$ cat src/sv/ioc_pkg.sv
`timescale 1ns / 1ps

package ioc_pkg;

  localparam int IOC_SAMPLE_COUNT = 200;
  localparam int IOC_DATA_W       = 16;
  localparam int IOC_SUM_W        = 24;
  localparam int IOC_COUNT_W      = 8;
  localparam int IOC_LANES        = 6;

  // lane order: accel x, y, z, then gyro x, y, z
  localparam int IOC_LANE_ACC_Z   = 2;
  localparam int IOC_LANE_GYRO_X  = 3;

  typedef logic signed [IOC_DATA_W-1:0] ioc_word_t;
  typedef logic signed [IOC_SUM_W-1:0]  ioc_sum_t;
  typedef logic [IOC_COUNT_W-1:0]       ioc_count_t;

  typedef struct packed {
    logic sum_clr;
    logic sum_add;
  } ioc_sum_cmd_t;

  typedef struct packed {
    logic ofs_clr;
    logic ofs_load;
  } ioc_ofs_cmd_t;

  typedef struct packed {
    logic gyro_cal_done;
    logic acc_cal_done;
    logic gyro_offset_ready;
    logic acc_offset_ready;
  } ioc_flags_t;

endpackage

$ cat src/sv/ioc_ctrl.sv
`timescale 1ns / 1ps

module ioc_ctrl
  import ioc_pkg::*;
#(
  parameter int SAMPLE_COUNT = IOC_SAMPLE_COUNT
) (
  input  logic         clk,
  input  logic         rst,
  input  logic         in_fire,
  input  logic         request_gyro_cal,
  input  logic         request_acc_cal,
  output ioc_sum_cmd_t gyro_sum_cmd,
  output ioc_sum_cmd_t acc_sum_cmd,
  output ioc_ofs_cmd_t gyro_ofs_cmd,
  output ioc_ofs_cmd_t acc_ofs_cmd,
  output ioc_flags_t   flags
);

  localparam ioc_count_t LAST = IOC_COUNT_W'(SAMPLE_COUNT);

  ioc_count_t   gyro_count, gyro_count_next;
  ioc_count_t   acc_count, acc_count_next;
  logic         gyro_done, gyro_done_next;
  logic         acc_done, acc_done_next;
  ioc_ofs_cmd_t gyro_ofs, gyro_ofs_next;
  ioc_ofs_cmd_t acc_ofs, acc_ofs_next;
  ioc_flags_t   flags_s1, flags_next;
  logic         stop;

  always_comb begin
    gyro_count_next = gyro_count;
    acc_count_next  = acc_count;
    gyro_done_next  = gyro_done;
    acc_done_next   = acc_done;
    gyro_sum_cmd    = '0;
    acc_sum_cmd     = '0;
    gyro_ofs_next   = '0;
    acc_ofs_next    = '0;
    stop            = 1'b0;
    if (in_fire) begin
      gyro_done_next = gyro_done & ~request_gyro_cal;
      acc_done_next  = acc_done & ~request_acc_cal;
      if (!gyro_done_next) begin
        if (gyro_count == '0) begin
          gyro_sum_cmd.sum_clr  = 1'b1;
          gyro_ofs_next.ofs_clr = 1'b1;
          gyro_count_next       = IOC_COUNT_W'(1);
          stop                  = 1'b1;
        end else begin
          gyro_sum_cmd.sum_add = 1'b1;
          if (gyro_count == LAST) begin
            gyro_ofs_next.ofs_load = 1'b1;
            gyro_count_next        = '0;
            gyro_done_next         = 1'b1;
            stop                   = 1'b1;
          end else begin
            gyro_count_next = gyro_count + IOC_COUNT_W'(1);
          end
        end
      end
      if (!stop && !acc_done_next) begin
        if (acc_count == '0) begin
          acc_sum_cmd.sum_clr  = 1'b1;
          acc_ofs_next.ofs_clr = 1'b1;
          acc_count_next       = IOC_COUNT_W'(1);
        end else begin
          acc_sum_cmd.sum_add = 1'b1;
          if (acc_count == LAST) begin
            acc_ofs_next.ofs_load = 1'b1;
            acc_count_next        = '0;
            acc_done_next         = 1'b1;
          end else begin
            acc_count_next = acc_count + IOC_COUNT_W'(1);
          end
        end
      end
    end
  end

  always_comb begin
    flags_next.gyro_cal_done     = gyro_done_next;
    flags_next.acc_cal_done      = acc_done_next;
    flags_next.gyro_offset_ready = gyro_ofs_next.ofs_load;
    flags_next.acc_offset_ready  = acc_ofs_next.ofs_load;
  end

  always_ff @(posedge clk) begin
    if (rst) begin
      gyro_count <= '0;
      acc_count  <= '0;
      gyro_done  <= 1'b0;
      acc_done   <= 1'b0;
      gyro_ofs   <= '0;
      acc_ofs    <= '0;
    end else begin
      gyro_count <= gyro_count_next;
      acc_count  <= acc_count_next;
      gyro_done  <= gyro_done_next;
      acc_done   <= acc_done_next;
      if (in_fire) begin
        gyro_ofs <= gyro_ofs_next;
        acc_ofs  <= acc_ofs_next;
      end
    end
  end

  always_ff @(posedge clk) begin
    if (in_fire) begin
      flags_s1 <= flags_next;
    end
  end

  assign gyro_ofs_cmd = gyro_ofs;
  assign acc_ofs_cmd  = acc_ofs;
  assign flags        = flags_s1;

endmodule

$ cat config.mk
export PLATFORM = sky130hd
export DESIGN_NAME = ioc_ctrl
export DESIGN_NICKNAME = d
export VERILOG_FILES = /design/src/sv/ioc_pkg.sv /design/src/sv/ioc_ctrl.sv
export SDC_FILE = /design/constraint.sdc
export NUM_CORES = 1
export LEC_CHECK = 0
export BUFFER_PORTS_ARGS = -buffer_cell sky130_fd_sc_hd__buf_2
export CAP_MARGIN = 20
export CORE_MARGIN = 2
export CORE_UTILIZATION = 60
export DETAILED_ROUTE_END_ITERATION = 16
export GPL_TIMING_DRIVEN = 0
export PLACE_DENSITY = 0.82
export SLEW_MARGIN = 10
export SYNTH_ARGS = -nofsm -noshare
export SYNTH_HDL_FRONTEND = slang
export SYNTH_SLANG_ARGS = --single-unit
$ cat constraint.sdc
create_clock -name clk -period 5.8 [get_ports clk]
set_clock_uncertainty 0.15 [all_clocks]
set_input_delay 0 -clock clk [delete_from_list [all_inputs] [get_ports clk]]
set_output_delay 0 -clock clk [all_outputs]
set_load 0.01 [all_outputs]
======== Word level (Yosys, flattened, before mapping) ========
Cells that the tools add are included.
word-level totals
  flip-flop bits (word level) ............. 26
  logic and storage cells ................. 55
  output and inout port bits .............. 12
  input port bits ......................... 5
cells by class
  multiplexer cells ....................... 27
  add/sub/neg operators ................... 2
  bitwise gates (word level) .............. 5
  reduce and logical (&&, ||, !) cells .... 7
  equality and inequality tests ........... 2
operator list
  cell                   count
  $mux W8                4
  $mux W1                17
  $add A8 B1 Y8 const B  2
  $eq A8 B8 Y1 const B   2
  $logic_not A8 Y1       2
  $mux W2                6
  $reduce_and A2 Y1      2
  $not A1 Y1             3
  $and A1 B1 Y1          2
  $logic_not A1 Y1       2
  $logic_and A1 B1 Y1    1

======== Logic depth before layout (Yosys ltp) ========
Gate-level depths: netlist of the first run.
  depth after elaboration ................. 9
  gate-level depth with buffers ........... 6
  gate-level depth less buffers ........... 6

======== Least setup slack after synthesis of the first run ========
OpenSTA, ideal clock, no wires.
  kind .................................... register -> register
  start point ............................. register acc_count[0]
  end point ............................... register acc_count[2]
  data required time ...................... 5520 ps
  setup slack ............................. 3938 ps
  buffers on the path ..................... 0
  data arrival time ....................... 1581 ps
  cell stages (with the launch flop) ...... 7
  clock period less this slack ............ 1862 ps
  cells stage by stage .................... dfxtp_1 inv_1 ha_1 nor4b_1 o21ai_1 a211oi_1 o32ai_1
between the ends
  word-level cells in the longest chain between the ends .. 3
  elaborated cells on any way between the ends .. 5
  those cells by class .................... add/sub: 1; eq/ne: 1; mux: 2; reduce/logical: 1
ends and longest elaborated chain
  item                                           line                            source
  start: declaration                             ioc_ctrl.sv:23                  ioc_count_t acc_count, acc_count_next;
  start signal: assignment                       ioc_ctrl.sv:98                  acc_count <= acc_count_next;
  $add A8 B1 Y8 or $eq A8 B8 Y1 (tied branches)  ioc_ctrl.sv:74, ioc_ctrl.sv:69
  $mux W8                                        ioc_ctrl.sv:69                  if (acc_count == LAST) begin
  $mux W8 *                                      ioc_ctrl.sv:63                  if (acc_count == '0) begin
Mark *: on every way between the ends. The rest lies on a longest branch, timed or not.
A chain may end at the register's enable or synchronous reset.

==> qor.csv, run 1 <==
metric,value,unit
status,"finished, final reports clean",
setup.worst_path.start_class,flop,
syn_nets,159,
fp.dieW,51.2,um
dominantRegCellSynth,dfxtp_1,
cp_common_cell,inv_1,
path_cells,inv_1 > ha_1 > nor4b_1 > and2_1 > nand3_1 > inv_1 > buf_2,
cp-end-kind,primary output,
drc,0,
syn2layout_area_growth,14.8,%
numCtsBuffers,3,
worstMarginPinSlew,0.679,ns
instances_no_fill,201,
fp.dieH,51.2,um
placement_rows,17,
wl_per_cell,14.0,um
grt_pass1_wl,4.80,mm
dr.pass1.iters,4,
synth_top_family_by_area,simple AND/OR/NAND/NOR gates,
slowest_delay,0.57,ns
cp_max_fo,5,
final.min_clock_period,2.31,ns
cts.repair.resized,0,
grt_pass1_vias,1085,
required,5.65,ns
diodes,0,
yosys.cell_types.count,37,
busiest_layer,met2,
cts_tree,done,
arrival,2.16,ns
placed_cells,194,
synthSimpleGateAreaFrac,0.271,
dp_hpwl,2.11,mm
postCtsSetupBuffers,0,
grt_max_degree,16,
root_buffer,clkbuf_4,
final_cell_mix,"dfxtp_1, buf_2, inv_1, nand2_1",
wirelength,2.81,mm
hold_viol,0,
synthCells,150,
viasPerCell,5.93,
finalNetCount,183,
async_reset_ff_frac,0,
start_util,0.622,
grt_overflow,0,
portBuffers,16,
htreeDepth,1,
die_area,0.00262,mm^2
post-route-period-util,0.399,
p_per_area,232,mW/mm^2
cts.clk_slew.worst_paths,0.14,ns
insertion_delay,0.31,ns
antenna_found_initial,0,
placed_area,0.00145,mm^2
met2_usage,0.379,
yosysSeqAreaShare,0.419,
syn_area,0.00134,mm^2
use_met3,0.0322,
gp_congestion,0.812,
vias,1192,
p_leak,0.578,nW
grt_use_met1,0.335,
synth_edf_count,4,
fmax,432,MHz
synth_compound_gate_area_share,0.201,
synth_fa_ha_area_frac,0.0375,
cts_sinks,26,
vdd_drop_max,0.000150,V
ant_nets,0,
clockBufferDepth,2,
muxShareOfSynthArea,0,
setup_violations,0,
synth-warning-count,0,
min_path_type,in2reg,
fp.coreArea,0.00215,mm^2
whs_path_depth,3,
drv_cap,0,
cp_slowest_cell,nor4b_1,
reg2regPathDepth,6,
drt_iter0_drc,42,
mostFrequentLayoutCell,dfxtp_1,
path_class,reg2out,
slew_violations,0,
synth-seq-cells,26,
rsz0062_at_grt,false,
max_slew_margin,0.541,
avgSynthCellArea,8.91,um^2
drive_gt1_frac,0.150,
boundaryPins,17,
setup_tns,0,ns
synth_xor_xnor_area_share,0.0262,
grt_usage,0.239,
stdcell_area,0.00153,mm^2
-- sequential cells by signal, indices dropped and copies added (netlist names) --
signal,flops
gyro_count,8
acc_count,8
gyro_ofs_cmd,2
flags,4
acc_ofs_cmd,2
gyro_done,1
acc_done,1
-- layer usage --
metal  vias up  routed length (um)
li1        601                   -
met1       558                1360
met2        31                1300
met3         2                 132
met4         0                  17
met5         -                   0
-- worst paths after layout --
kind	startpoint	slack [ns]	end
max	acc_count[0]	3.49	acc_sum_cmd[1]
min reg2reg	acc_ofs_cmd[1]	0.34	acc_ofs_cmd[1]
max reg2reg	acc_count[0]	3.53	acc_count[3]
min	request_gyro_cal	0.06	flags[1]
-- critical path: cells and delay by family, from the launching register on --
kind / cells / cell delay (ns)
and+or+nand+nor: 3 / 1.02
DFF: 1 / 0.37
buffers and inverters: 3 / 0.31
adders and majority gates: 1 / 0.15
-- Yosys cell counts, types with 2 or more instances --
library cell  count  area share
nor4b_1           2       0.013
edfxtp_1          4       0.090
a21oi_1           5       0.019
a211oi_1          7       0.039
nor2b_1           4       0.019
nor3_1            4       0.015
or3_1             9       0.042
nor2_1            9       0.025
nand2_1          10       0.028
and3_1            3       0.014
and2_1            5       0.023
o32ai_1           6       0.039
nand2b_1          3       0.014
a22oi_1           2       0.011
dfxtp_1          22        0.33
clkbuf_1          4       0.011
xor2_1            4       0.026
nand3_1           7       0.026
inv_1            12       0.034
nand4_1           4       0.019
ha_1              4       0.037
o21ai_0           5       0.019
-- power breakdown --
| part | total, W | internal (W) | switching [W] |
|---|---|---|---|
| Sequential | 0.000190 | 0.000187 | 0.00000248 |
| Clock | 0.000121 | 0.0000698 | 0.0000513 |
| Combinational | 0.0000454 | 0.0000173 | 0.0000281 |
-- cell families (layout without fill, tap and decap cells) --
family,count (synthesis),after routing
AO/OA/AOI/OAI,35,35
XOR/XNOR,4,4
adder cells (fa/ha/maj),4,4
buffers and inverters,16,39
flip-flops,26,26
AND/OR/NAND/NOR,65,65
-- metrics by stage --
stage	power (W)	hold slack, ns	setup slack [ns]	util
after floorplan	0.000223	-0.0375	3.94	-
after global placement	0.000235	0.132	3.67	0.676
after detailed placement	0.000237	0.150	3.63	0.676
after CTS	0.000359	0.0459	3.53	0.714
after global routing	0.000370	0.0973	3.26	0.714
final	0.000356	0.0609	3.49	0.714
-- timing repair --
item                                    CTS  global route
endpoints found under the hold margin    11             0
endpoints found under the setup margin    0             0
hold buffers                              3             0
-- layout make-up --
type | instances | area (um^2)
Clock buffer | 3 | 22.5
Timing Repair Buffer | 19 | 110
Buffer | 4 | 15.0
Tap cell | 28 | 35.0
Inverter | 12 | 45.0
Multi-Input combinational cell | 108 | 716
Sequential cell | 26 | 561
Clock inverter | 1 | 30.0
Fill cell | 176 | 614
Note: power is estimated with default switching activity, not from simulation.
==> run 2: changes to the inputs <==
--- a/config.mk
+++ b/config.mk
@@ -8,10 +8,10 @@
 export BUFFER_PORTS_ARGS = -buffer_cell sky130_fd_sc_hd__buf_2
 export CAP_MARGIN = 20
 export CORE_MARGIN = 2
-export CORE_UTILIZATION = 60
+export CORE_UTILIZATION = 56
 export DETAILED_ROUTE_END_ITERATION = 16
 export GPL_TIMING_DRIVEN = 0
-export PLACE_DENSITY = 0.82
+export PLACE_DENSITY = 0.78
 export SLEW_MARGIN = 10
 export SYNTH_ARGS = -nofsm -noshare
 export SYNTH_HDL_FRONTEND = slang
==> constraint.sdc (replaced) <==
create_clock -name clk -period 2.4 [get_ports clk]
set_clock_uncertainty 0.15 [all_clocks]
set_input_delay 0 -clock clk [delete_from_list [all_inputs] [get_ports clk]]
set_output_delay 0 -clock clk [all_outputs]
set_load 0.01 [all_outputs]
==> qor.csv, run 2 (same netlist as run 1, synthesis figures left out) <==
metric,value,unit,change
mostFrequentLayoutCell,dfxtp_1,,
portBuffers,16,,unchanged
total_power,0.000790,W,+120%
nFillCells,189,,+7.4%
root_buffer,clkbuf_4,,
p_per_area,517,mW/mm^2,+120%
post-route-period-util,0.872,,
placed_cells,194,,unchanged
min_path_type,in2reg,,
p_leak,0.577,nW,-0.22%
drive_gt1_frac,0.162,,+0.0116
max_slew_margin,0.628,,+0.0872
wirelength,2.96,mm,+5.3%
gp_congestion,0.841,,+3.6%
wl_per_cell,14.7,um,+5.3%
setup_violations,0,,unchanged
status,"finished, final reports clean",,
required,2.25,ns,-3.40 ns
finalNetCount,183,,unchanged
boundaryPins,17,,unchanged
htreeDepth,1,,unchanged
grt_pass1_vias,1187,,+9.4%
setup.worst_path.start_class,flop,,
cts.clk_slew.worst_paths,0.14,ns,about the same
cp_max_fo,7,,+2
final.min_clock_period,2.09,ns,
fin_ws,0.307,ns,-3.18 ns
antenna_found_initial,0,,unchanged
path_class,reg2out,,
dp_hpwl,2.16,mm,+2.6%
slew_violations,0,,unchanged
instances_no_fill,201,,unchanged
syn2layout_area_growth,14.5,%,
fmax,478,MHz,
drc,0,,unchanged
diodes,0,,unchanged
dr.pass1.iters,4,,unchanged
insertion_delay,0.32,ns,about the same
drv_cap,0,,unchanged
start_util,0.598,,-0.0237
arrival,1.94,ns,-0.22 ns
postCtsSetupBuffers,0,,unchanged
final_cell_mix,"dfxtp_1, buf_2, inv_1, nand2_1",,
viasPerCell,6.05,,+2.0%
grt_usage,0.248,,+0.00868
fp.coreArea,0.00223,mm^2,+4.0%
rsz0062_at_grt,false,,
clockBufferDepth,2,,unchanged
worstMarginPinSlew,0.556,ns,-0.124 ns
numCtsBuffers,3,,unchanged
fp.dieW,52.9,um,+3.2%
die_area,0.00279,mm^2,+6.6%
cts_tree,done,,
grt_max_degree,15,,-1
pre_cts_ws,0.222,ns,-3.40 ns
hold_viol,0,,unchanged
vdd_drop_max,0.000462,V,+210%
placement_rows,17,,unchanged
cp-end-kind,primary output,,
cts_sinks,26,,unchanged
drt_iter0_drc,52,,+24%
grt_overflow,0,,unchanged
vias,1216,,+2.0%
fp.dieH,52.9,um,+3.2%
setup_tns,0,ns,unchanged
ant_nets,0,,unchanged
grt_pass1_wl,5.18,mm,+7.9%
run 2: cell types whose count changed in the layout (fill, tap and decap cells not counted):
cell       previous run  this run
bufinv_16             1         0
nor4b_2               0         2
clkbuf_8              0         1
nor4b_1               2         0
run 2: final timing paths:
kind         slack, ns              to             start  cells past startpoint
max               0.31  acc_sum_cmd[0]     gyro_count[3]                      5
min               0.04        flags[1]  request_gyro_cal                      3
max reg2reg       0.33    acc_count[7]     gyro_count[0]                      6
min reg2reg       0.33  acc_ofs_cmd[1]    acc_ofs_cmd[1]                      2
run 2: worst max-delay path: stages (launching register included):
cell	delay (ns)
dfxtp_1	0.48
nor3_1	0.13
o211ai_1	0.50
nand2_1	0.21
nor2_1	0.16
buf_2	0.15
run 2: cell type report:
cell class / count / area, um^2 / share of cell area
multi-input combinational: 108 / 728 / 0.476
tap: 28 / 35.0 / 0.0229
inverter: 12 / 45.0 / 0.0294
buffer: 4 / 15.0 / 0.00981
clock buffer: 4 / 36.3 / 0.0237
sequential: 26 / 561 / 0.366
timing repair buffer: 19 / 110 / 0.0720
run 2: report_power, final:
group	total (W)	switching [W]	internal (W)
Clock	0.000221	0.000128	0.0000927
Combinational	0.000112	0.0000690	0.0000428
Sequential	0.000458	0.00000580	0.000452
run 2: stage by stage:
| step | hold WS (ns) | utilization | area, um^2 |
|---|---|---|---|
| after floorplan | -0.0375 | - | 1340 |
| after global placement | 0.129 | 0.650 | 1450 |
| final | 0.0372 | 0.685 | 1530 |
| after detailed placement | 0.139 | 0.650 | 1450 |
| after global routing | 0.0714 | 0.685 | 1530 |
| after CTS | 0.0268 | 0.680 | 1520 |
run 2: timing repair:
action / 4_1_cts / 5_1_grt
gates resized for setup: 0 / 2
setup endpoints to repair: 0 / 3
hold buffers: 3 / 0
endpoints found under the hold margin: 10 / 0
run 2: metal layers:
| layer | vias to the layer above | GRT usage | wire, um |
|---|---|---|---|
| met5 | - | 0 | 0 |
| met3 | 6 | 0.0282 | 129 |
| met4 | 0 | 0.0726 | 35 |
| met1 | 570 | 0.345 | 1440 |
| met2 | 39 | 0.404 | 1350 |
| li1 | 601 | - | - |
