--- src/sv/ioc_pkg.sv ---
`timescale 1ns / 1ps

package ioc_pkg;

  localparam int IOC_SAMPLE_COUNT = 200;
  localparam int IOC_DATA_W       = 16;
  localparam int IOC_SUM_W        = 24;
  localparam int IOC_COUNT_W      = 8;
  localparam int IOC_LANES        = 6;

  // lane order: accel x, y, z, then gyro x, y, z
  localparam int IOC_LANE_ACC_Z   = 2;
  localparam int IOC_LANE_GYRO_X  = 3;

  typedef logic signed [IOC_DATA_W-1:0] ioc_word_t;
  typedef logic signed [IOC_SUM_W-1:0]  ioc_sum_t;
  typedef logic [IOC_COUNT_W-1:0]       ioc_count_t;

  typedef struct packed {
    logic sum_clr;
    logic sum_add;
  } ioc_sum_cmd_t;

  typedef struct packed {
    logic ofs_clr;
    logic ofs_load;
  } ioc_ofs_cmd_t;

  typedef struct packed {
    logic gyro_cal_done;
    logic acc_cal_done;
    logic gyro_offset_ready;
    logic acc_offset_ready;
  } ioc_flags_t;

endpackage

--- src/sv/ioc_lane.sv ---
`timescale 1ns / 1ps

module ioc_lane
  import ioc_pkg::*;
#(
  parameter int SAMPLE_COUNT = IOC_SAMPLE_COUNT
) (
  input  logic         clk,
  input  logic         rst,
  input  logic         in_fire,
  input  ioc_word_t    raw,
  input  ioc_sum_cmd_t sum_cmd,
  input  logic         s1_fire,
  input  ioc_ofs_cmd_t ofs_cmd,
  output ioc_word_t    value
);

  // reciprocal of the sample count, exact for magnitudes below 2^23
  localparam int          MAG_W      = IOC_SUM_W - 1;
  localparam int          DIV_SHIFT  = MAG_W + IOC_COUNT_W;
  localparam int          MULT_W     = DIV_SHIFT;
  localparam logic [63:0] ONE_SHIFT  = 64'd1 << DIV_SHIFT;
  localparam logic [63:0] DIV_MULT_W = (ONE_SHIFT + 64'(SAMPLE_COUNT) - 64'd1)
                                       / 64'(SAMPLE_COUNT);
  localparam logic [MULT_W-1:0] DIV_MULT = DIV_MULT_W[MULT_W-1:0];
  localparam int          Q_W        = IOC_DATA_W + 1;

  ioc_word_t                 raw_s1;
  ioc_word_t                 offset;
  ioc_sum_t                  sum;
  logic                      sum_neg;
  logic [IOC_SUM_W-1:0]      sum_abs;
  logic [MAG_W+MULT_W-1:0]   prod;
  logic [Q_W-1:0]            q_mag;
  logic [Q_W-1:0]            q_signed;

  always_ff @(posedge clk) begin
    if (in_fire) begin
      raw_s1 <= raw;
    end
  end

  always_ff @(posedge clk) begin
    if (rst) begin
      sum <= '0;
    end else if (in_fire) begin
      if (sum_cmd.sum_clr) begin
        sum <= '0;
      end else if (sum_cmd.sum_add) begin
        sum <= sum + IOC_SUM_W'(raw);
      end
    end
  end

  // truncating divide of the running sum, sign and magnitude
  always_comb begin
    sum_neg  = sum[IOC_SUM_W-1];
    sum_abs  = sum_neg ? IOC_SUM_W'(-sum) : IOC_SUM_W'(sum);
    prod     = sum_abs[MAG_W-1:0] * DIV_MULT;
    q_mag    = prod[DIV_SHIFT +: Q_W];
    q_signed = sum_neg ? Q_W'(-q_mag) : q_mag;
  end

  always_ff @(posedge clk) begin
    if (rst) begin
      offset <= '0;
    end else if (s1_fire) begin
      if (ofs_cmd.ofs_clr) begin
        offset <= '0;
      end else if (ofs_cmd.ofs_load) begin
        offset <= q_signed[IOC_DATA_W-1:0];
      end
    end
  end

  assign value = raw_s1 - offset;

endmodule

--- config.mk ---
export PLATFORM = sky130hd
export DESIGN_NAME = ioc_lane
export DESIGN_NICKNAME = d
export VERILOG_FILES = /design/src/sv/ioc_pkg.sv /design/src/sv/ioc_lane.sv
export SDC_FILE = /design/constraint.sdc
export NUM_CORES = 1
export LEC_CHECK = 0
export BUFFER_PORTS_ARGS = -buffer_cell sky130_fd_sc_hd__buf_4
export CORE_ASPECT_RATIO = 1.4
export CORE_MARGIN = 8
export CORE_UTILIZATION = 65
export DETAILED_ROUTE_END_ITERATION = 12
export GPL_TIMING_DRIVEN = 0
export HOLD_SLACK_MARGIN = 0.1
export PLACE_DENSITY = 0.83
export SYNTH_ARGS = -nofsm -noshare
export SYNTH_HDL_FRONTEND = slang
export SYNTH_SLANG_ARGS = --single-unit
--- constraint.sdc ---
create_clock -name clk -period 12.3 [get_ports clk]
set_input_delay 3.69 -clock clk [delete_from_list [all_inputs] [get_ports clk]]
set_output_delay 3.69 -clock clk [all_outputs]
set_load 0.1 [all_outputs]
### After elaboration in Yosys (flattened, before gate mapping)

Cells that the tools add are included.

| storage, ports and cells | value |
|---|---|
| bits in writable memories | 0 |
| bits in registers | 56 |
| latch bits | 0 |
| memory bits (read-only) | 0 |
| word-level logic and storage cells | 18 |
| memories | 0 |
| input port bits | 24 |

| operators by class | value |
|---|---|
| equal/unequal tests | 0 |
| bitwise logic cells | 0 |
| shifts and indexed selects | 0 |
| muxes and demuxes | 6 |
| multipliers | 1 |
| add/sub/neg operators | 4 |
| div/mod/pow operators | 0 |
| reduce and logical (&&, ||, !) cells | 4 |
| $lt $le $gt $ge | 0 |

Operators with widths:

| kind | number |
|---|---|
| two-way mux 16 bit | 3 |
| two-way mux 24 bit | 2 |
| multiplier 23 x 24 -> 47 bit (second input constant) | 1 |
| adder 24 x 16 -> 24 bit | 1 |
| two-way mux 23 bit | 1 |
| negator 23 bit | 1 |
| negator 16 bit | 1 |
| subtractor 16 bit | 1 |
| AND reduction 2 bit | 2 |
| nonzero test 2 bit | 2 |

### Logic depth before layout (Yosys ltp)

Gate-level depths: netlist of the first run.

| depth | value |
|---|---|
| depth after elaboration | 7 |
| gate-level depth with buffers | 36 |
| mapped depth without buffers | 36 |

### Least setup slack after synthesis of the first run

OpenSTA, ideal clock, no wires.

| timing path | value |
|---|---|
| kind | register to register |
| start | reg sum[0] |
| end | reg offset[11] |
| path buffers | 0 |
| cell stages (with the launch flop) | 34 |
| slack | 3179 ps |
| data arrival time | 9004 ps |
| data required time | 12183 ps |
| library setup time | 117 ps |
| cell sequence | dfxtp_1 inv_1 ha_1 nand2_1 or3_1 nand2b_1 o41ai_1 o21ai_0 xnor2_1 xnor2_1 ha_1 nand2b_1 fa_1 inv_1 fa_1 inv_1 fa_1 inv_1 fa_1 fa_1 inv_1 ha_1 ha_1 a21o_1 a21oi_1 nor2b_1 a2111oi_2 a31oi_1 xnor2_2 nand3_1 or4_4 o41ai_2 xnor2_1 a22o_1 |

| between the ends | value |
|---|---|
| word-level cells in the longest chain between the ends | 7 |

RTL lines:

| what | line | RTL |
|---|---|---|
| start: declaration | ioc_lane.sv:30 | `ioc_sum_t sum;` |
| start signal: assignment | ioc_lane.sv:50 | `sum <= sum + IOC_SUM_W'(raw);` |
| negator 23 bit | ioc_lane.sv:58 | `sum_abs = sum_neg ? IOC_SUM_W'(-sum) : IOC_SUM_W'(sum);` |
| two-way mux 23 bit * | ioc_lane.sv:58 |  |
| multiplier 23 x 24 -> 47 bit * | ioc_lane.sv:59 | `prod = sum_abs[MAG_W-1:0] * DIV_MULT;` |
| negator 16 bit | ioc_lane.sv:61 | `q_signed = sum_neg ? Q_W'(-q_mag) : q_mag;` |
| two-way mux 16 bit * | ioc_lane.sv:61 |  |
| two-way mux 16 bit * | ioc_lane.sv:70 | `end else if (ofs_cmd.ofs_load) begin` |
| two-way mux 16 bit * | ioc_lane.sv:68 | `if (ofs_cmd.ofs_clr) begin` |
| end signal: assignment | ioc_lane.sv:71 | `offset <= q_signed[IOC_DATA_W-1:0];` |
| end: declaration | ioc_lane.sv:29 | `ioc_word_t offset;` |

Every way passes the cells marked *; elsewhere a longest branch is shown, timed or not. The select of a mux whose other input is x is not followed.
A chain may end at the register's enable or synchronous reset.

### Worst setup path in the final report of the first run

| timing path | value |
|---|---|
| start | reg sum[0] |
| end | reg offset[10] |

The elaborated chain is that of the path after synthesis.

==> results of run 1 <==
==> through the flow <==
| step | worst slack, ps | cell area (sq um) | instances | hold WS [ps] | util (%) |
|---|---|---|---|---|---|
| floorplan | 3179 | 13710 | 1462 | 431.9 | - |
| global placement | 1326 | 14310 | 1759 | 462.8 | 68.24 |
| detailed placement | 1257 | 14310 | 1759 | 463.6 | 68.24 |
| CTS | 1180 | 14450 | 1767 | 489.1 | 68.93 |
| global route | 599.2 | 14450 | 1767 | 507.7 | 68.93 |
| finish | 1109 | 14450 | 1767 | 487.8 | 68.93 |
==> path summary, 6_finish.rpt <==
| path | startpoint | endpoint | slack (ps) | cells past startpoint |
|---|---|---|---|---|
| worst min-delay path | offset[5]$_SDFFE_PP0P_ | offset[5]$_SDFFE_PP0P_ | 490 | 2 |
| worst min register to register | offset[5]$_SDFFE_PP0P_ | offset[5]$_SDFFE_PP0P_ | 490 | 2 |
| worst max-delay path | sum[0]$_SDFFE_PP0P_ | offset[10]$_SDFFE_PP0P_ | 1110 | 32 |
| worst max register to register | sum[0]$_SDFFE_PP0P_ | offset[10]$_SDFFE_PP0P_ | 1110 | 32 |
==> cells by family after synthesis <==
family          share of synthesized area (%)
fa+ha+maj                               54.10
buf+inv                                 9.932
xor+xnor                                5.231
simple gates                            8.399
compound gates                          12.73
flops                                   9.348
mux                                    0.2647
==> metal layers <==
layer,up-vias,part of all wire (%),track usage [%]
met3,164,3.8,2.977
met1,5110,34,27.29
met5,-,0,0
li1,4910,-,-
met4,0,9.4,23.85
met2,369,52,52.65
==> power by group through the flow <==
stage               sequential [mW]  combinational [mW]  clock, mW
finish                        0.227                2.91      0.149
global placement              0.230                2.81          0
detailed placement            0.230                2.87          0
floorplan                     0.225                2.10          0
global route                  0.229                3.25      0.155
CTS                           0.226                2.90      0.150
==> flip-flops by register name, summed over array words and instances, names as in the netlist <==
signal and count:
raw_s1 16, offset 16, sum 24
==> cell type report <==
class	count	area (sq um)	share of cell area, %
Buffer	18	77.57	0.5368
Timing Repair Buffer	37	277.8	1.922
Multi-Input combinational cell	1046	11060	76.55
Sequential cell	56	1281	8.865
Inverter	342	1284	8.882
Clock inverter	2	15.01	0.1039
Tap cell	260	325.3	2.251
Clock buffer	6	128.9	0.8917
==> layout by cell type, fill, tap and decap left out, types with 4 or more instances in the layout <==
cell / count
o21bai_1: 8
and3_1: 14
nor2b_1: 8
nand3_1: 11
o41ai_1: 6
or4_1: 5
a21boi_0: 7
and2_1: 5
edfxtp_1: 16
nor4_1: 4
nor3_1: 15
nand4_1: 8
clkbuf_1: 13
o21a_1: 7
a31oi_1: 7
buf_4: 37
clkbuf_16: 5
o21ai_0: 38
xnor2_1: 52
or3_1: 5
and4_1: 4
inv_1: 342
nand2_1: 66
nand2b_1: 9
a22o_1: 11
dfxtp_1: 40
xor2_1: 28
a211oi_1: 4
a21o_1: 29
a211o_1: 5
ha_1: 279
a22oi_1: 21
nor2_1: 71
a21oi_1: 58
fa_1: 196
nand3b_1: 4
o31ai_1: 8
==> critical path: cells and delay by family (launching register included) <==
kind,cells,cell delay (ps)
compound gates,8,2450
xor+xnor,3,1000
fa+ha+maj,10,4450
buf+inv,6,1060
flops,1,610
simple gates,5,1530
==> metrics.cfg, run 1 <==
[outcome]
outcome = completed

[global_routing]
grt_overflow_total = 0
grtUsageTotal_pct = 28.15
grt_pass1_wl_microns = 57590
grt_max_degree = 18
antenna_found_initial = 0
grt_pass1_vias = 11590

[clocking]
postCtsSetupBuffers = 0
clk_pin_slew_worst_paths_ps = 80
cts_max_level = 2
clock-sinks = 56
cts_root_buffer = clkbuf_16
numCtsBuffers = 5
clock_tree.buffer_depth = 2
cts_resized = 0
cts_hold_buf = 0
clock_latency_ps = 310
cts_tree = built

[sta]
slew_violations = 0
hold_viol = 0
setup_violations = 0
tns_ps = 0
period_needed_ps = 11190
worst_pin_slew_ps = 1270
rsz0062_at_grt = false
finalCritPeriodShare_pct = 90.99
skew_ps = 8.189
fmax_mhz = 89.35
slew_headroom_pct = 14.68

[power_and_ir_drop]
pwr-share-comb_pct = 88.6
pwr-share-clk_pct = 4.5
p_int_mw = 1.351
ir_worst_vdd_mv = 0.1789
p_per_area_nw_per_um2 = 227.1
power_frac_seq_pct = 6.9
totalPowerFinal_mw = 3.283
swShare_pct = 58.83
p_leak_nw = 7.968
switchingPower_mw = 1.931

[worst_setup_path]
cpPeakStageDelay_ps = 750
crit_path_end_kind = flop
arrival_ps = 11390
crit_fanout = 13
startpoint_type = flop
criticalPathCategory = flop to flop
slowest_stage = nor4_1
crit_top_cell = inv_1
required_ps = 12500

[route]
drc = 0
routed_via_density = 5.972
wire_per_inst_microns = 20.00
routed_wl_microns = 35350
first_pass_iters = 5
drtAntennaViolNets = 0
vias = 10550
drtIter0Drc = 414

[yosys]
seq_area_frac_synth_pct = 9.348
synthFlopType = dfxtp_1
synth_cell_types = 76
synth_edf_count = 16
yosys.area.top_type_share_pct = 28.63
yosys_warnings = 0
synth.top_cells.by_area = fa_1 29%, ha_1 25%, inv_1 9.4%
syn-cell-area_sq_um = 13710
synth-seq-cells = 56
syn_nets = 1961
yosysTopAreaCell = fa_1
ys_async_sr_fraction_pct = 0
yosys-top-cells-count = 342 x inv_1, 279 x ha_1, 196 x fa_1, 71 x nor2_1, 66 x nand2_1
synth_most_common_cell = inv_1
syn_avg_cell_area_sq_um = 9.375
syn_inst = 1462

[finish]
num_antenna_cells = 0
num-nets-final = 2005
syn2layout_area_growth_pct = 5.450
drive_above_1_share_pct = 4.645
fill_cells = 1641

[floorplanning]
die-area_sq_um = 26050
start_util_pct = 65.37
die_w_microns = 138.7
die_h_microns = 187.8
core_sq_um = 20970
rows = 63
ios = 40

[placement]
io_buffers = 37
gp_congestion = 1.004
dp_hpwl_microns = 31390

[job]
maxCapViolations = 0

[worst_hold_path]
hp-class = flop to flop

(Power assumes the default switching activity.)
==> inputs of run 2 (changes only) <==
==> constraint.sdc (replaced) <==
create_clock -name clk -period 10.55 [get_ports clk]
set_input_delay 3.165 -clock clk [delete_from_list [all_inputs] [get_ports clk]]
set_output_delay 3.165 -clock clk [all_outputs]
set_load 0.1 [all_outputs]
==> run 2 against run 1 <==
Net effect:
- non-clock buffer count grew 2
- critical path depth is the same
- sequential share of layout area is essentially flat
- count of clock-buffer cells in the layout is the same
- critical endpoint unchanged
- highest routed layer unchanged
- worst hold slack gained 0.91 ps
- design area grew 0.59%
- via count shrank 0.28%
==> metrics.cfg, run 2 (synthesis gave the netlist of run 1 again) <==
[route]
wire_per_inst_microns = 20.06  ; +0.28%
routed_wl_microns = 35480  ; +0.39%
vias = 10520  ; -0.28%
drc = 0  ; unchanged
routed_via_density = 5.949  ; -0.40%
drtAntennaViolNets = 0  ; unchanged
first_pass_iters = 5  ; unchanged
drtIter0Drc = 443  ; +7.0%

[finish]
num_antenna_cells = 0  ; unchanged
seqCellArea_sq_um = 1282  ; about the same
mostFrequentLayoutCells = 341 x inv_1, 279 x ha_1, 196 x fa_1, 71 x nor2_1, 66 x nand2_1
syn2layout_area_growth_pct = 6.071
fill_cells = 1623  ; -1.1%
final_cell_area_sq_um = 14540  ; +0.59%
top_regs = sum x24, offset x16, raw_s1 x16
largest_reg_flops = 24  ; unchanged
regMostFlops = sum
layout_commonest_cell = inv_1
drive_above_1_share_pct = 5.500  ; +0.86 points
multi_input_area_sq_um = 11130  ; +0.59%
num-nets-final = 2007  ; +0.10%

[floorplanning]
die-area_sq_um = 26050  ; unchanged
start_util_pct = 65.37  ; unchanged
die_w_microns = 138.7  ; unchanged
ios = 40  ; unchanged
rows = 63  ; unchanged
die_h_microns = 187.8  ; unchanged
core_sq_um = 20970  ; unchanged

[sta]
slew_headroom_pct = 15.96  ; +1.3 points
tns_ps = 0  ; unchanged
slew_violations = 0  ; unchanged
skew_ps = 9.010  ; +0.8211 ps
rsz0062_at_grt = false
setup_violations = 0  ; unchanged
worst_pin_slew_ps = 1251  ; -19.18 ps
hold_viol = 0  ; unchanged
fmax_mhz = 98.46  ; +10%
finalCritPeriodShare_pct = 96.27  ; +5.3 points
period_needed_ps = 10160  ; -1035 ps

[worst_setup_path]
crit_path_end_kind = flop
r2r_slack_ps = 390  ; -710 ps
cpPeakStageDelay_ps = 780  ; +30 ps
crit_fanout = 10  ; -3
slowest_stage = xnor2_1
required_ps = 10750  ; -1750 ps
startpoint_type = flop
r2r_cells = 32  ; unchanged
arrival_ps = 10360  ; -1030 ps
criticalPathCategory = flop to flop

[power_and_ir_drop]
p_per_area_nw_per_um2 = 264.7  ; +17%
pwr-share-comb_pct = 88.6  ; about the same
pwr-share-clk_pct = 4.5  ; about the same
power_frac_seq_pct = 6.9  ; about the same
p_int_mw = 1.582  ; +17%
switchingPower_mw = 2.266  ; +17%
p_leak_nw = 7.992  ; +0.30%
ir_worst_vdd_mv = 0.2087  ; +17%
swShare_pct = 58.89  ; about the same
totalPowerFinal_mw = 3.848  ; +17%

[placement]
dp_hpwl_microns = 31390  ; unchanged
gp_congestion = 1.004  ; unchanged
io_buffers = 37  ; unchanged
placed_area_sq_um = 14310  ; unchanged

[global_routing]
grtUsageTotal_pct = 28.18  ; +0.029 points
met1_usage_pct = 27.21  ; -0.076 points
antenna_found_initial = 0  ; unchanged
grt_max_degree = 18  ; unchanged
grt_pass1_wl_microns = 57670  ; +0.13%
grt_overflow_total = 0  ; unchanged
grt_pass1_vias = 11620  ; +0.27%
grtUsageMet2_pct = 52.71  ; +0.057 points
busiest_layer = met2
met3_usage_pct = 3.003  ; +0.025 points

[clocking]
clock_tree.buffer_depth = 2  ; unchanged
clock-sinks = 56  ; unchanged
cts_tree = built
numCtsBuffers = 5  ; unchanged
cts_hold_buf = 0  ; unchanged
clock_latency_ps = 310  ; about the same
clk_pin_slew_worst_paths_ps = 70  ; about the same
cts_max_level = 2  ; unchanged
cts_root_buffer = clkbuf_16

[outcome]
outcome = completed

[job]
maxCapViolations = 0  ; unchanged

[worst_hold_path]
hold_depth = 2  ; unchanged
hp-class = flop to flop

-- run 2: changes by cell type in the layout (fill, tap and decap cells not counted), moves of 2 or more --
cell,change
xor2_1,-4
xor2_2,+4
buf_4,+2
xnor2_2,+2
xnor2_1,-2
-- run 2: power by group through the flow --
stage               Combinational (mW)  Sequential, mW  Clock, mW
floorplan                         2.45           0.262          0
detailed placement                3.35           0.269          0
CTS                               3.40           0.264      0.174
global route                      3.80           0.267      0.181
finish                            3.41           0.265      0.173
global placement                  3.27           0.268          0
-- run 2: what timing repair did --
item | in CTS | in global routing
gates resized for setup | 4 | 7
buffers inserted | 0 | 2
setup endpoints to repair | 9 | 9
pin swaps | 0 | 1
-- run 2: path summary, 6_finish.rpt --
path | start | end
setup / recovery | sum[23]$_SDFFE_PP0P_ | offset[10]$_SDFFE_PP0P_
setup reg to reg | sum[23]$_SDFFE_PP0P_ | offset[10]$_SDFFE_PP0P_
hold reg to reg | offset[5]$_SDFFE_PP0P_ | offset[5]$_SDFFE_PP0P_
hold / removal | offset[5]$_SDFFE_PP0P_ | offset[5]$_SDFFE_PP0P_
-- run 2: layout make-up --
class / instances / share of cell area [%]
Inverter: 342 / 8.856
Tap cell: 260 / 2.238
Timing Repair Buffer: 39 / 2.014
Clock inverter: 2 / 0.1033
Buffer: 18 / 0.5336
Sequential cell: 56 / 8.822
Multi-Input combinational cell: 1046 / 76.55
Clock buffer: 6 / 0.8865
-- run 2: per-layer routing --
layer  wire, microns  vias to the layer above  part of all wire (%)
met2           18600                      334                    52
met1           12190                     5112                    34
met5               0                        -                     0
met4            3331                        0                   9.4
met3            1357                      169                   3.8
li1                -                     4908                     -
-- run 2: worst max-delay path, delay by kind of cell, from the launching register on --
kind                     cells  cell delay [ps]
AND/OR/NAND/NOR              6             1310
adder cells (fa/ha/maj)      9             4250
buffers and inverters       10             1950
XOR/XNOR                     3             1180
AO/OA/AOI/OAI                4             1020
flip-flops                   1              330
-- run 2: per-stage QoR --
| stage | utilization, % | hold WS (ps) | std cells | worst slack [ps] |
|---|---|---|---|---|
| after floorplan | - | 431.9 | 1462 | 1429 |
| after global placement | 68.24 | 462.8 | 1759 | -423.9 |
| after detailed placement | 68.24 | 463.6 | 1759 | -493.4 |
| after CTS | 69.06 | 489.1 | 1767 | 6.882 |
| after global routing | 69.33 | 507.7 | 1769 | 11.02 |
| final | 69.33 | 488.7 | 1769 | 393.9 |
==> inputs of run 3 (changes only) <==
--- a/config.mk
+++ b/config.mk
@@ -5,14 +5,15 @@
 export SDC_FILE = /design/constraint.sdc
 export NUM_CORES = 1
 export LEC_CHECK = 0
-export BUFFER_PORTS_ARGS = -buffer_cell sky130_fd_sc_hd__buf_4
+export ABC_CLOCK_PERIOD_IN_PS = 10550
 export CORE_ASPECT_RATIO = 1.4
 export CORE_MARGIN = 8
 export CORE_UTILIZATION = 65
 export DETAILED_ROUTE_END_ITERATION = 12
+export DONT_BUFFER_PORTS = 1
 export GPL_TIMING_DRIVEN = 0
 export HOLD_SLACK_MARGIN = 0.1
-export PLACE_DENSITY = 0.83
+export PLACE_DENSITY = 0.81
 export SYNTH_ARGS = -nofsm -noshare
 export SYNTH_HDL_FRONTEND = slang
 export SYNTH_SLANG_ARGS = --single-unit
==> run 3 against run 2 <==
Net effect:
- register-to-register slack improved by 40 ps
- count of clock-buffer cells in the layout did not move
- critical path depth up 4
- via count fell by 1.6%
- worst setup slack improved by 39 ps
- fmax increased by 0.39%
- final cell count decreased by 2.1%
- core utilization is 0.76 points lower
==> metrics.cfg, run 3 (synthesis gave the netlist of run 1 again) <==
[power_and_ir_drop]
p_leak_nw = 7.896  ; -1.2%
ir_worst_vdd_mv = 0.1754  ; -16%
totalPowerFinal_mw = 3.776  ; -1.8%
p_per_area_nw_per_um2 = 262.7  ; -0.75%

[clocking]
numCtsBuffers = 5  ; unchanged
clock_tree.buffer_depth = 2  ; unchanged
cts_tree = built
cts_max_level = 2  ; unchanged
clock-sinks = 56  ; unchanged
cts_root_buffer = clkbuf_16
clock_latency_ps = 300  ; about the same
clk_pin_slew_worst_paths_ps = 70  ; about the same

[finish]
largest_reg_flops = 24  ; unchanged
drive_above_1_share_pct = 4.487  ; -1.0 points
fill_cells = 1610  ; -0.80%
top_regs = sum x24, offset x16, raw_s1 x16
layout_commonest_cell = inv_1
regMostFlops = sum
syn2layout_area_growth_pct = 4.902
num-nets-final = 1969  ; -1.9%
num_antenna_cells = 0  ; unchanged
mostFrequentLayoutCells = 341 x inv_1, 279 x ha_1, 196 x fa_1, 66 x nand2_1, 65 x nor2_1

[sta]
fmax_mhz = 98.85  ; +0.39%
hold_viol = 0  ; unchanged
period_needed_ps = 10120  ; -39.46 ps
finalCritPeriodShare_pct = 95.89  ; -0.37 points
setup_violations = 0  ; unchanged
slew_headroom_pct = 13.66  ; -2.3 points
skew_ps = 9.395  ; +0.3853 ps
whs_ps = 485.8  ; -2.915 ps
worst_pin_slew_ps = 1289  ; +37.87 ps
slew_violations = 0  ; unchanged

[floorplanning]
core_sq_um = 20970  ; unchanged
die-area_sq_um = 26050  ; unchanged
die_w_microns = 138.7  ; unchanged
die_h_microns = 187.8  ; unchanged
start_util_pct = 65.37  ; unchanged
ios = 40  ; unchanged
rows = 63  ; unchanged

[worst_setup_path]
crit_fanout = 13  ; +3
cpPeakStageDelay_ps = 610  ; -170 ps
required_ps = 10750  ; about the same
criticalPathCategory = flop to flop
cp_top_family = adder cells
arrival_ps = 10320  ; -40 ps
crit_path_end_kind = flop
critical_path_buf_inv_count = 8  ; -2
startpoint_type = flop
crit_top_cell = inv_1
slowest_stage = fa_1

[worst_hold_path]
hp-class = flop to flop

[route]
first_pass_iters = 6  ; +1
drc = 0  ; unchanged
drtAntennaViolNets = 0  ; unchanged
wire_per_inst_microns = 20.06  ; about the same
routed_via_density = 5.979  ; +0.52%
drtIter0Drc = 538  ; +21%
routed_wl_microns = 34720  ; -2.2%
vias = 10350  ; -1.6%

[outcome]
outcome = completed

[global_routing]
grt_overflow_total = 0  ; unchanged
grt_pass1_vias = 11410  ; -1.9%
antenna_found_initial = 0  ; unchanged
grt_pass1_wl_microns = 56810  ; -1.5%
grtUsageTotal_pct = 27.76  ; -0.42 points
grt_max_degree = 18  ; unchanged

[placement]
dp_hpwl_microns = 31010  ; -1.2%
io_buffers = 0  ; -100%
gp_congestion = 1.007  ; +0.29%

[job]
maxCapViolations = 0  ; unchanged

-- run 3: cell count changes in the layout (fill, tap and decap cells not counted), sizes merged --
cell  change
buf      -38
-- run 3: metal layers --
layer,global-route usage [%],up-vias,part of all wire (%)
met5,0,-,0
met4,21.98,0,9.0
met3,2.926,155,3.9
met2,52.38,336,53
met1,27.09,5023,34
li1,-,4836,-
-- run 3: path summary, 6_finish.rpt --
check | startpoint | endpoint | slack [ps] | depth (start not counted)
max | sum[0]$_SDFFE_PP0P_ | offset[10]$_SDFFE_PP0P_ | 430 | 36
min | offset[5]$_SDFFE_PP0P_ | offset[5]$_SDFFE_PP0P_ | 490 | 2
max reg2reg | sum[0]$_SDFFE_PP0P_ | offset[10]$_SDFFE_PP0P_ | 430 | 36
min reg2reg | offset[5]$_SDFFE_PP0P_ | offset[5]$_SDFFE_PP0P_ | 490 | 2
-- run 3: where the power goes --
| group | leakage (nW) | internal, mW | switching (mW) |
|---|---|---|---|
| sequential | 0.482 | 0.245 | 0.0200 |
| clock | 0.0714 | 0.0889 | 0.0788 |
| combinational | 7.34 | 1.20 | 2.14 |
| total | 7.90 | 1.53 | 2.24 |
-- run 3: timing repair --
action | CTS | global route
resized for setup | 6 | 13
endpoints found under the setup margin | 9 | 6
pin swaps | 0 | 1
buffers inserted | 0 | 1
hold buffers | 0 | 0
-- run 3: layout make-up --
cell class	count	area [sq um]	share of cell area, %
flip-flops and latches	56	1282	8.920
clock buffers	6	128.9	0.8964
repair buffers	1	7.507	0.05221
inverters	342	1287	8.955
clock inverters	2	15.01	0.1044
well taps	260	325.3	2.263
multi-input cells	1046	11250	78.27
plain buffers	18	77.57	0.5396
-- run 3: worst reg2reg max path, delay by kind of cell (launching register included) --
family | cells | cell delay, ps
buffers and inverters | 8 | 1040
AO/OA/AOI/OAI | 5 | 1620
XOR/XNOR | 5 | 1100
AND/OR/NAND/NOR | 9 | 1950
flip-flops | 1 | 480
adder cells (fa/ha/maj) | 9 | 3830
-- run 3: per-stage QoR --
step | setup WS (ps) | TNS (ps) | util [%] | instances | cell area [sq um]
global placement | -625.1 | -4109 | 66.92 | 1722 | 14030
global route | -53.46 | -106.8 | 68.57 | 1731 | 14380
floorplan | 1429 | 0 | - | 1462 | 13710
detailed placement | -636.0 | -4132 | 67.24 | 1722 | 14100
finish | 433.4 | 0 | 68.57 | 1731 | 14380
CTS | 307.5 | 0 | 68.08 | 1730 | 14270
